File: config.mk
export PLATFORM = sky130hd
export DESIGN_NAME = thermal_line_print_sequencer_unit
export DESIGN_NICKNAME = d
export VERILOG_FILES = /design/src/design/tlps_pkg.sv /design/src/design/thermal_line_print_sequencer_unit.sv
export SDC_FILE = /design/constraint.sdc
export NUM_CORES = 2
export LEC_CHECK = 0
export ABC_CLOCK_PERIOD_IN_PS = 17800
export BUFFER_PORTS_ARGS = -buffer_cell sky130_fd_sc_hd__buf_2
export CAP_MARGIN = 20
export CORE_MARGIN = 2
export CORE_UTILIZATION = 28
export DETAILED_ROUTE_END_ITERATION = 7
export PLACE_DENSITY = 0.5
export SETUP_SLACK_MARGIN = 0.1
export SYNTH_ARGS = -nofsm -noshare
export SYNTH_HDL_FRONTEND = slang
export SYNTH_SLANG_ARGS = --single-unit
File: constraint.sdc
create_clock -name clk -period 17.8 [get_ports clk]
set_input_delay 1.78 -clock clk [delete_from_list [all_inputs] [get_ports clk]]
set_output_delay 1.78 -clock clk [all_outputs]
set_load 0.05 [all_outputs]
File: src/design/tlps_pkg.sv
// Shared types, codes and coil tables for the thermal line print sequencer.
// No dependencies.
`default_nettype none

package tlps_pkg;

  localparam int LINE_BYTES_DEF = 24;
  localparam int LINE_COUNT_DEF = 8;

  // input function codes
  localparam logic [1:0] FN_CLEAR = 2'd0;
  localparam logic [1:0] FN_PIXEL = 2'd1;
  localparam logic [1:0] FN_PRINT = 2'd2;
  localparam logic [1:0] FN_TICK  = 2'd3;

  // configuration register indexes
  localparam logic [1:0] CFG_HALF_STEP   = 2'd0;
  localparam logic [1:0] CFG_STEPS_LINE  = 2'd1;
  localparam logic [1:0] CFG_STROBE_TCKS = 2'd2;
  localparam logic [1:0] CFG_STEP_TCKS   = 2'd3;

  localparam int CFG_DATA_W = 16;

  localparam logic       HALF_STEP_RST  = 1'b0;
  localparam logic [7:0] STEPS_LINE_RST = 8'd4;
  localparam logic [15:0] STROBE_RST    = 16'd1000;
  localparam logic [15:0] STEP_TCKS_RST = 16'd1000;

  typedef struct packed {
    logic [1:0] func;
    logic [7:0] pixel_x;
    logic [2:0] pixel_y;
  } in_word_t;

  typedef struct packed {
    logic [7:0] byte_out;
    logic       byte_valid;
    logic       latch_pulse;
    logic       strobe_on;
    logic       head_power;
    logic       coil_a;
    logic       coil_na;
    logic       coil_b;
    logic       coil_nb;
    logic       busy_res;
    logic       print_done;
  } out_word_t;

  // coil pattern bits: {A, /A, B, /B}
  function automatic logic [3:0] half_coil(input logic [2:0] ph);
    logic [3:0] c;
    case (ph)
      3'd0:    c = 4'b0010;
      3'd1:    c = 4'b1010;
      3'd2:    c = 4'b1000;
      3'd3:    c = 4'b1001;
      3'd4:    c = 4'b0001;
      3'd5:    c = 4'b0101;
      3'd6:    c = 4'b0100;
      default: c = 4'b0110;  // phase 8: B plus /A
    endcase
    return c;
  endfunction

  function automatic logic [3:0] full_coil(input logic [1:0] ph);
    logic [3:0] c;
    case (ph)
      2'd0:    c = 4'b1010;
      2'd1:    c = 4'b1001;
      2'd2:    c = 4'b0101;
      default: c = 4'b0110;
    endcase
    return c;
  endfunction

endpackage

`default_nettype wire

File: src/design/thermal_line_print_sequencer_unit.sv
// Thermal printhead line sequencer: dot buffer memory, shift/latch/strobe/step control.
// Depends on tlps_pkg.
`default_nettype none

// One word in, one word out. After reset the dot buffer memory is swept to zero, one byte
// a cycle, all LINE_BYTES*LINE_COUNT bytes (192 by default), with in_stall high. Afterwards an
// item is accepted every cycle while the output side keeps up: the buffer read (pixel
// read-modify-write or byte shift) is a registered memory read, and its result sits in a pending
// stage that drains into the output register as the next word is taken. A pixel write-back
// and a read of the same byte in the same cycle are forwarded. A clear sweeps one byte per
// tick word; print timing is counted in tick words only.
module thermal_line_print_sequencer_unit
  import tlps_pkg::*;
#(
  parameter int LINE_BYTES = LINE_BYTES_DEF,
  parameter int LINE_COUNT = LINE_COUNT_DEF
) (
  input  wire                    clk,
  input  wire                    rst_n,
  input  wire                    in_valid,
  output logic                   in_stall,
  input  in_word_t               in_word,
  output logic                   out_valid,
  input  wire                    out_stall,
  output out_word_t              out_word,
  input  wire                    cfg_we,
  input  wire  [1:0]             cfg_idx,
  input  wire  [CFG_DATA_W-1:0]  cfg_wdata
);

  localparam int BUF_SIZE = LINE_BYTES * LINE_COUNT;
  localparam int AW       = (BUF_SIZE > 1) ? $clog2(BUF_SIZE) : 1;
  localparam int BI_W     = (LINE_BYTES > 1) ? $clog2(LINE_BYTES) : 1;
  localparam int LI_W     = (LINE_COUNT > 1) ? $clog2(LINE_COUNT) : 1;
  localparam int PS_W     = $clog2(32 + 7 * LINE_BYTES);
  localparam int BS_W     = $clog2(BUF_SIZE + 1);
  localparam int CMP_W    = (BS_W > PS_W) ? BS_W : PS_W;

  localparam logic [2:0] ST_IDLE   = 3'd0;
  localparam logic [2:0] ST_CLEAR  = 3'd1;
  localparam logic [2:0] ST_SHIFT  = 3'd2;
  localparam logic [2:0] ST_LATCH  = 3'd3;
  localparam logic [2:0] ST_STROBE = 3'd4;
  localparam logic [2:0] ST_STEP   = 3'd5;
  localparam logic [2:0] ST_OFF    = 3'd6;

  // configuration
  logic        half_r;
  logic [7:0]  spl_r;
  logic [15:0] strobe_tk_r;
  logic [15:0] step_tk_r;

  // sequencer state
  logic [2:0]      stage_r, stage_nxt;
  logic [2:0]      phase_r, phase_nxt;
  logic [3:0]      coil_r, coil_nxt;
  logic [LI_W-1:0] line_r, line_nxt;
  logic [BI_W-1:0] byte_r, byte_nxt;
  logic [15:0]     timer_r, timer_nxt;
  logic [7:0]      rem_r, rem_nxt;
  logic [AW-1:0]   clr_idx_r, clr_idx_nxt;

  // reset sweep
  logic          init_r;
  logic [AW-1:0] init_idx_r;

  // pending stage (waits on memory read data)
  logic          pend_v_r;
  out_word_t     pend_res_r;
  logic          pend_shift_r;
  logic          pend_wr_r;
  logic [AW-1:0] pend_addr_r;
  logic [7:0]    pend_mask_r;

  logic      out_valid_r;
  out_word_t out_word_r;

  // memory
  logic [7:0]    mem [BUF_SIZE];
  logic [7:0]    rdata_r;
  logic          fwd_r;
  logic [7:0]    fwd_data_r;
  logic          rd_en;
  logic [AW-1:0] rd_addr;
  logic          wr_en;
  logic [AW-1:0] wr_addr;
  logic [7:0]    wr_data;

  logic          in_acc;
  logic          pend_go;
  logic          pend_wb;
  logic          clr_wr;
  logic          pix_rd;
  logic          shift_rd;
  logic          strobe;
  logic          latch;
  logic          done;
  logic [CMP_W-1:0] pix_sum;
  logic          pix_ok;
  logic [AW-1:0] shift_addr;
  logic [7:0]    rd_eff;
  out_word_t     res;
  out_word_t     merged;

  assign pend_go  = pend_v_r && (!out_valid_r || !out_stall);
  assign in_stall = init_r || (pend_v_r && !pend_go);
  assign in_acc   = in_valid && !in_stall;
  assign pend_wb  = pend_go && pend_wr_r;

  assign pix_sum = CMP_W'(in_word.pixel_x[7:3])
                 + CMP_W'(in_word.pixel_y) * CMP_W'(LINE_BYTES);
  assign pix_ok  = pix_sum < CMP_W'(BUF_SIZE);
  assign shift_addr = AW'(byte_r) + AW'(line_r) * AW'(LINE_BYTES);

  assign rd_eff = fwd_r ? fwd_data_r : rdata_r;

  always_comb begin
    stage_nxt   = stage_r;
    phase_nxt   = phase_r;
    coil_nxt    = coil_r;
    line_nxt    = line_r;
    byte_nxt    = byte_r;
    timer_nxt   = timer_r;
    rem_nxt     = rem_r;
    clr_idx_nxt = clr_idx_r;
    clr_wr      = 1'b0;
    pix_rd      = 1'b0;
    shift_rd    = 1'b0;
    strobe      = 1'b0;
    latch       = 1'b0;
    done        = 1'b0;
    if (in_acc) begin
      if (stage_r == ST_IDLE) begin
        case (in_word.func)
          FN_CLEAR: begin
            stage_nxt   = ST_CLEAR;
            clr_idx_nxt = '0;
          end
          FN_PIXEL: pix_rd = 1'b1;
          FN_PRINT: begin
            stage_nxt = ST_SHIFT;
            line_nxt  = '0;
            byte_nxt  = BI_W'(LINE_BYTES - 1);
          end
          default: ;
        endcase
      end else if (in_word.func == FN_TICK) begin
        case (stage_r)
          ST_CLEAR: begin
            clr_wr = 1'b1;
            if (clr_idx_r == AW'(BUF_SIZE - 1)) begin
              clr_idx_nxt = '0;
              stage_nxt   = ST_IDLE;
            end else begin
              clr_idx_nxt = clr_idx_r + 1'b1;
            end
          end
          ST_SHIFT: begin
            shift_rd = 1'b1;
            if (byte_r == '0) stage_nxt = ST_LATCH;
            else              byte_nxt  = byte_r - 1'b1;
          end
          ST_LATCH: begin
            latch     = 1'b1;
            timer_nxt = strobe_tk_r;
            stage_nxt = ST_STROBE;
          end
          ST_STROBE: begin
            if (timer_r != '0) begin
              strobe    = 1'b1;
              timer_nxt = timer_r - 1'b1;
            end
            if (timer_nxt == '0) begin
              rem_nxt   = spl_r;
              stage_nxt = (spl_r != '0) ? ST_STEP : ST_OFF;
            end
          end
          ST_STEP: begin
            if (timer_r == '0) begin
              if (half_r) begin
                coil_nxt  = half_coil(phase_r);
                phase_nxt = phase_r + 1'b1;
              end else if (!phase_r[2]) begin
                // full step beyond phase 4 leaves coils and phase alone
                coil_nxt  = full_coil(phase_r[1:0]);
                phase_nxt = {1'b0, phase_r[1:0] + 2'd1};
              end
              if (rem_r != '0) rem_nxt = rem_r - 1'b1;
              timer_nxt = step_tk_r;
            end else begin
              timer_nxt = timer_r - 1'b1;
            end
            if (timer_nxt == '0 && rem_nxt == '0) stage_nxt = ST_OFF;
          end
          ST_OFF: begin
            if (line_r == LI_W'(LINE_COUNT - 1)) begin
              line_nxt  = '0;
              done      = 1'b1;
              stage_nxt = ST_IDLE;
            end else begin
              line_nxt  = line_r + 1'b1;
              byte_nxt  = BI_W'(LINE_BYTES - 1);
              stage_nxt = ST_SHIFT;
            end
          end
          default: stage_nxt = ST_IDLE;
        endcase
      end
    end
  end

  always_comb begin
    res             = '0;
    res.byte_valid  = shift_rd;
    res.latch_pulse = latch;
    res.strobe_on   = strobe;
    res.head_power  = (stage_nxt == ST_STROBE) || (stage_nxt == ST_STEP)
                   || (stage_nxt == ST_OFF);
    res.coil_a      = coil_nxt[3];
    res.coil_na     = coil_nxt[2];
    res.coil_b      = coil_nxt[1];
    res.coil_nb     = coil_nxt[0];
    res.busy_res    = stage_nxt != ST_IDLE;
    res.print_done  = done;
  end

  always_comb begin
    merged          = pend_res_r;
    merged.byte_out = pend_shift_r ? rd_eff : 8'h00;
  end

  // memory ports: one read, one write; reset sweep wins, then pixel write-back
  assign rd_en   = pix_rd || shift_rd;
  assign rd_addr = pix_rd ? AW'(pix_sum) : shift_addr;
  assign wr_en   = init_r || pend_wb || clr_wr;

  always_comb begin
    if (init_r) begin
      wr_addr = init_idx_r;
      wr_data = 8'h00;
    end else if (pend_wb) begin
      wr_addr = pend_addr_r;
      wr_data = rd_eff | pend_mask_r;
    end else begin
      wr_addr = clr_idx_r;
      wr_data = 8'h00;
    end
  end

  always_ff @(posedge clk) begin
    if (wr_en) begin
      mem[wr_addr] <= wr_data;
    end
    if (rd_en) begin
      rdata_r    <= mem[rd_addr];
      fwd_r      <= pend_wb && (pend_addr_r == rd_addr);
      fwd_data_r <= rd_eff | pend_mask_r;
    end
  end

  always_ff @(posedge clk) begin
    if (!rst_n) begin
      half_r      <= HALF_STEP_RST;
      spl_r       <= STEPS_LINE_RST;
      strobe_tk_r <= STROBE_RST;
      step_tk_r   <= STEP_TCKS_RST;
    end else if (cfg_we) begin
      case (cfg_idx)
        CFG_HALF_STEP:   half_r      <= cfg_wdata[0];
        CFG_STEPS_LINE:  spl_r       <= cfg_wdata[7:0];
        CFG_STROBE_TCKS: strobe_tk_r <= cfg_wdata;
        CFG_STEP_TCKS:   step_tk_r   <= cfg_wdata;
        default: ;
      endcase
    end
  end

  always_ff @(posedge clk) begin
    if (!rst_n) begin
      stage_r     <= ST_IDLE;
      phase_r     <= '0;
      coil_r      <= '0;
      line_r      <= '0;
      byte_r      <= '0;
      timer_r     <= '0;
      rem_r       <= '0;
      clr_idx_r   <= '0;
      init_r      <= 1'b1;
      init_idx_r  <= '0;
      pend_v_r    <= 1'b0;
      out_valid_r <= 1'b0;
    end else begin
      stage_r   <= stage_nxt;
      phase_r   <= phase_nxt;
      coil_r    <= coil_nxt;
      line_r    <= line_nxt;
      byte_r    <= byte_nxt;
      timer_r   <= timer_nxt;
      rem_r     <= rem_nxt;
      clr_idx_r <= clr_idx_nxt;
      if (init_r) begin
        if (init_idx_r == AW'(BUF_SIZE - 1)) init_r <= 1'b0;
        init_idx_r <= init_idx_r + 1'b1;
      end
      if (in_acc)       pend_v_r <= 1'b1;
      else if (pend_go) pend_v_r <= 1'b0;
      if (pend_go)         out_valid_r <= 1'b1;
      else if (!out_stall) out_valid_r <= 1'b0;
    end
  end

  always_ff @(posedge clk) begin
    if (in_acc) begin
      pend_res_r   <= res;
      pend_shift_r <= shift_rd;
      pend_wr_r    <= pix_rd && pix_ok;
      pend_addr_r  <= AW'(pix_sum);
      pend_mask_r  <= 8'h80 >> in_word.pixel_x[2:0];
    end
    if (pend_go) begin
      out_word_r <= merged;
    end
  end

  assign out_valid = out_valid_r;
  assign out_word  = out_word_r;

endmodule

`default_nettype wire

==> results.txt <==
Seq cells post-synth = 1700
First-pass GRT wire length = 311 mm
Pin count of the biggest net entering global routing = 193
Min cycle time layout = 6610 ps
Sequential element share of the synthesized area = 71.8%
Design area = 0.0794 mm^2
Overall via count from detail_route = 45.0k
H-tree Lvls = 4
Worst setup path start = in_word[11]
Distinct cells, synth = 85
Max-Cap Viols = 0
Skew-Pair Late Insertion Delay = 840 ps
Num Clock Sinks = 1700
Number of port buffers = 55
Max-slew headroom = 15.6%
Final Skew = 34.1 ps
Most used flip-flop cell after synthesis = edfxtp_1
Arr. time, crit path = 7230 ps
Status = finished clean
Antenna Nets Post-Route = 0
Full die area = 0.253 mm^2
Postcts setup bufs = 0
CP Capture Type = flop
Setup TNS = 0 ps
Num ports = 56
Gpl congestion = 0.836
Layout cell share with drive strength beyond 1 = 8.61%
Pins over their slew limit = 0
Total number of yosys warnings = 0
Mapped Cells = 5381
Worst EP required = 18430 ps
Share of the synthesized area in the top cell type = 68.9%
Post-CTS Resized = 0
Detailed placement HPWL = 129 mm
Post-place instance area = 0.0737 mm^2
Vias in the first global route = 42.9k
Synthesized net count = 5444
Worst IR Drop VDD = 80.5 uV
CTS tree = done
Die X = 503 um
Pre-antenna DRT Iters = 6
Cell area power density = 101 mW/mm^2
Slew @ Worst Pin = 1270 ps
RSZ-0062 raised after global routing = no
CP Class = input port to flop
Critical R2R Launch = init_r
LEAKAGE = 0.0265 uW
Final Setup Violations = 0
FMAX = 151 MHz
Syn_area_per_cell = 13.0 um^2
Placeable Area = 0.248 mm^2
Die Ht = 503 um
Hold WS = 420 ps
Synth-to-Final Area Change = 13.9%
Fill cells = 24.5k
Tcrit/Tclk final = 37.1%
Multi-input gate area = 0.0183 mm^2
Drt wl/cell = 24.2 um
DRC Markers = 0
Cell taking the most area after synthesis = edfxtp_1
1st-iter DRT viols = 5386
Clk root buf = clkbuf_16
GR Overflow Total = 0
Hold Crit Class = flop to flop
Post-DR vias/cell = 5.09
Routed wire length = 214 mm
Worst-path fanout max = 91
Ys async rst share = 0%
Synthesized area = 0.0697 mm^2
Synth top area cells = edfxtp_1 (69%), nand2_1 (6.9%), dfxtp_1 (2.9%), mux2i_1 (2.7%), nand3_1 (2.6%)
Count of hold-fix buffers inserted at cts = 0
CTS clock-pin slew for the worst setup and hold paths = 70 ps
Longest Clk Path Bufs = 3
Reg area = 0.0500 mm^2
Post-synth EDFFs = 1598
CP startpoint kind = input port
Initial Util = 28.1%
Hold Startpoint = merged[6]
Tot GR Track Use = 16.5%
Row count = 183
Initial antenna violation count = 8
Nets = 5439
CTS Buf Count = 178
Endpoints failing hold = 0
-- power by group --
part / internal [uW] / switching, uW / total [uW]
Clock: 2020 / 1610 / 3630
Sequential: 4320 / 5.64 / 4320
Combinational: 23.4 / 66.0 / 89.5
Total: 6360 / 1680 / 8040
-- registers in the layout, summed over array words and instances (netlist names), 3 cells and up --
signal and count:
mem 1536, out_word 18, step_tk_r 16, strobe_tk_r 16, timer_r 16, merged 9, clr_idx_r 8, fwd_data_r 8
init_idx_r 8, pend_addr_r 8, pend_mask_r 8, rdata_r 8, rem_r 8, spl_r 8, byte_r 5, coil_r 4
line_r 3, phase_r 3, stage_r 3
-- worst max-delay path, cell delays in order --
cell and delay [ps]:
buf_2 190, nor4b_2 400, nand4_1 150, buf_4 270, nand2_4 440, buf_4 580, buf_4 700, buf_4 860
nand2_1 120, a22oi_1 230, a32oi_1 150, a222oi_1 570, nand3_1 260, nand4_1 340
-- cells in the final DEF (no fill, tap or decap), drive strengths merged, types with 17 or more instances in the layout --
master	n
a311o	18
nor2b	31
a32o	28
o21ai	69
nor2	323
nor3	56
clkbuf	225
and3	99
a32oi	100
a31oi	94
nand2	1283
a211oi	54
clkinv	73
edfxtp	1598
a311oi	17
o22ai	22
nand3	364
nand4	65
a21oi	147
inv	34
mux2i	186
dfxtp	102
mux2	17
nor4	29
nand2b	22
ha	23
buf	152
xnor2	25
-- metal layers --
layer	routed length, um	up-vias	share of wire [%]	global-route usage, %
met3	16800	296	7.9	3.31
met1	96400	22900	45	23.8
met4	4880	4	2.3	4.21
li1	-	20100	-	-
met2	96200	1720	45	25.4
met5	29	-	0.014	0
-- metrics by stage --
stage / total power (uW) / instances / utilization (%) / setup slack (ps)
finish: 8040 / 8851 / 32.0 / 11190
global route: 8260 / 8847 / 32.0 / 10950
CTS: 8100 / 8839 / 32.0 / 11310
detailed placement: 4500 / 8519 / 29.7 / 10440
global placement: 4500 / 8512 / 29.7 / 10460
floorplan: 4450 / 5381 / - / 8090
-- cell usage after synthesis (all sizes together), types with 31 or more instances --
master / count
edfxtp: 1598
nand2: 1283
nand3: 364
nor2: 323
mux2i: 186
clkbuf: 178
buf: 160
a21oi: 147
dfxtp: 102
a32oi: 100
and3: 99
a31oi: 94
o21ai: 69
nand4: 65
nor3: 56
a211oi: 54
nor2b: 31
-- cells by family after synthesis --
logic type	Yosys count	share of synthesized area [%]
AOI/OAI and AO/OA	699	7.23
xor gates and xnor gates	34	0.427
adders and majority gates	27	0.528
buffers and inverters	363	2.23
DFF	1700	71.8
muxes	203	2.95
and+or+nand+nor	2355	14.9
-- path summary, 6_finish.rpt --
check                      to  slack, ps  cells past startpoint
hold reg to reg   out_word[6]        420                      0
hold / removal    out_word[6]        420                      0
setup reg to reg   rdata_r[4]      11400                     13
setup / recovery   rdata_r[4]      11190                     14
-- layout make-up --
cell class                      count  area share (%)
Sequential cell                  1700            63.0
Timing Repair Buffer              153            1.47
Clock buffer                      224            5.95
Clock inverter                     96            1.05
Antenna cell                        5          0.0158
Inverter                           25           0.118
Tap cell                         3330            5.25
Multi-Input combinational cell   3318            23.1
Note: power is estimated with default switching activity, not from simulation.
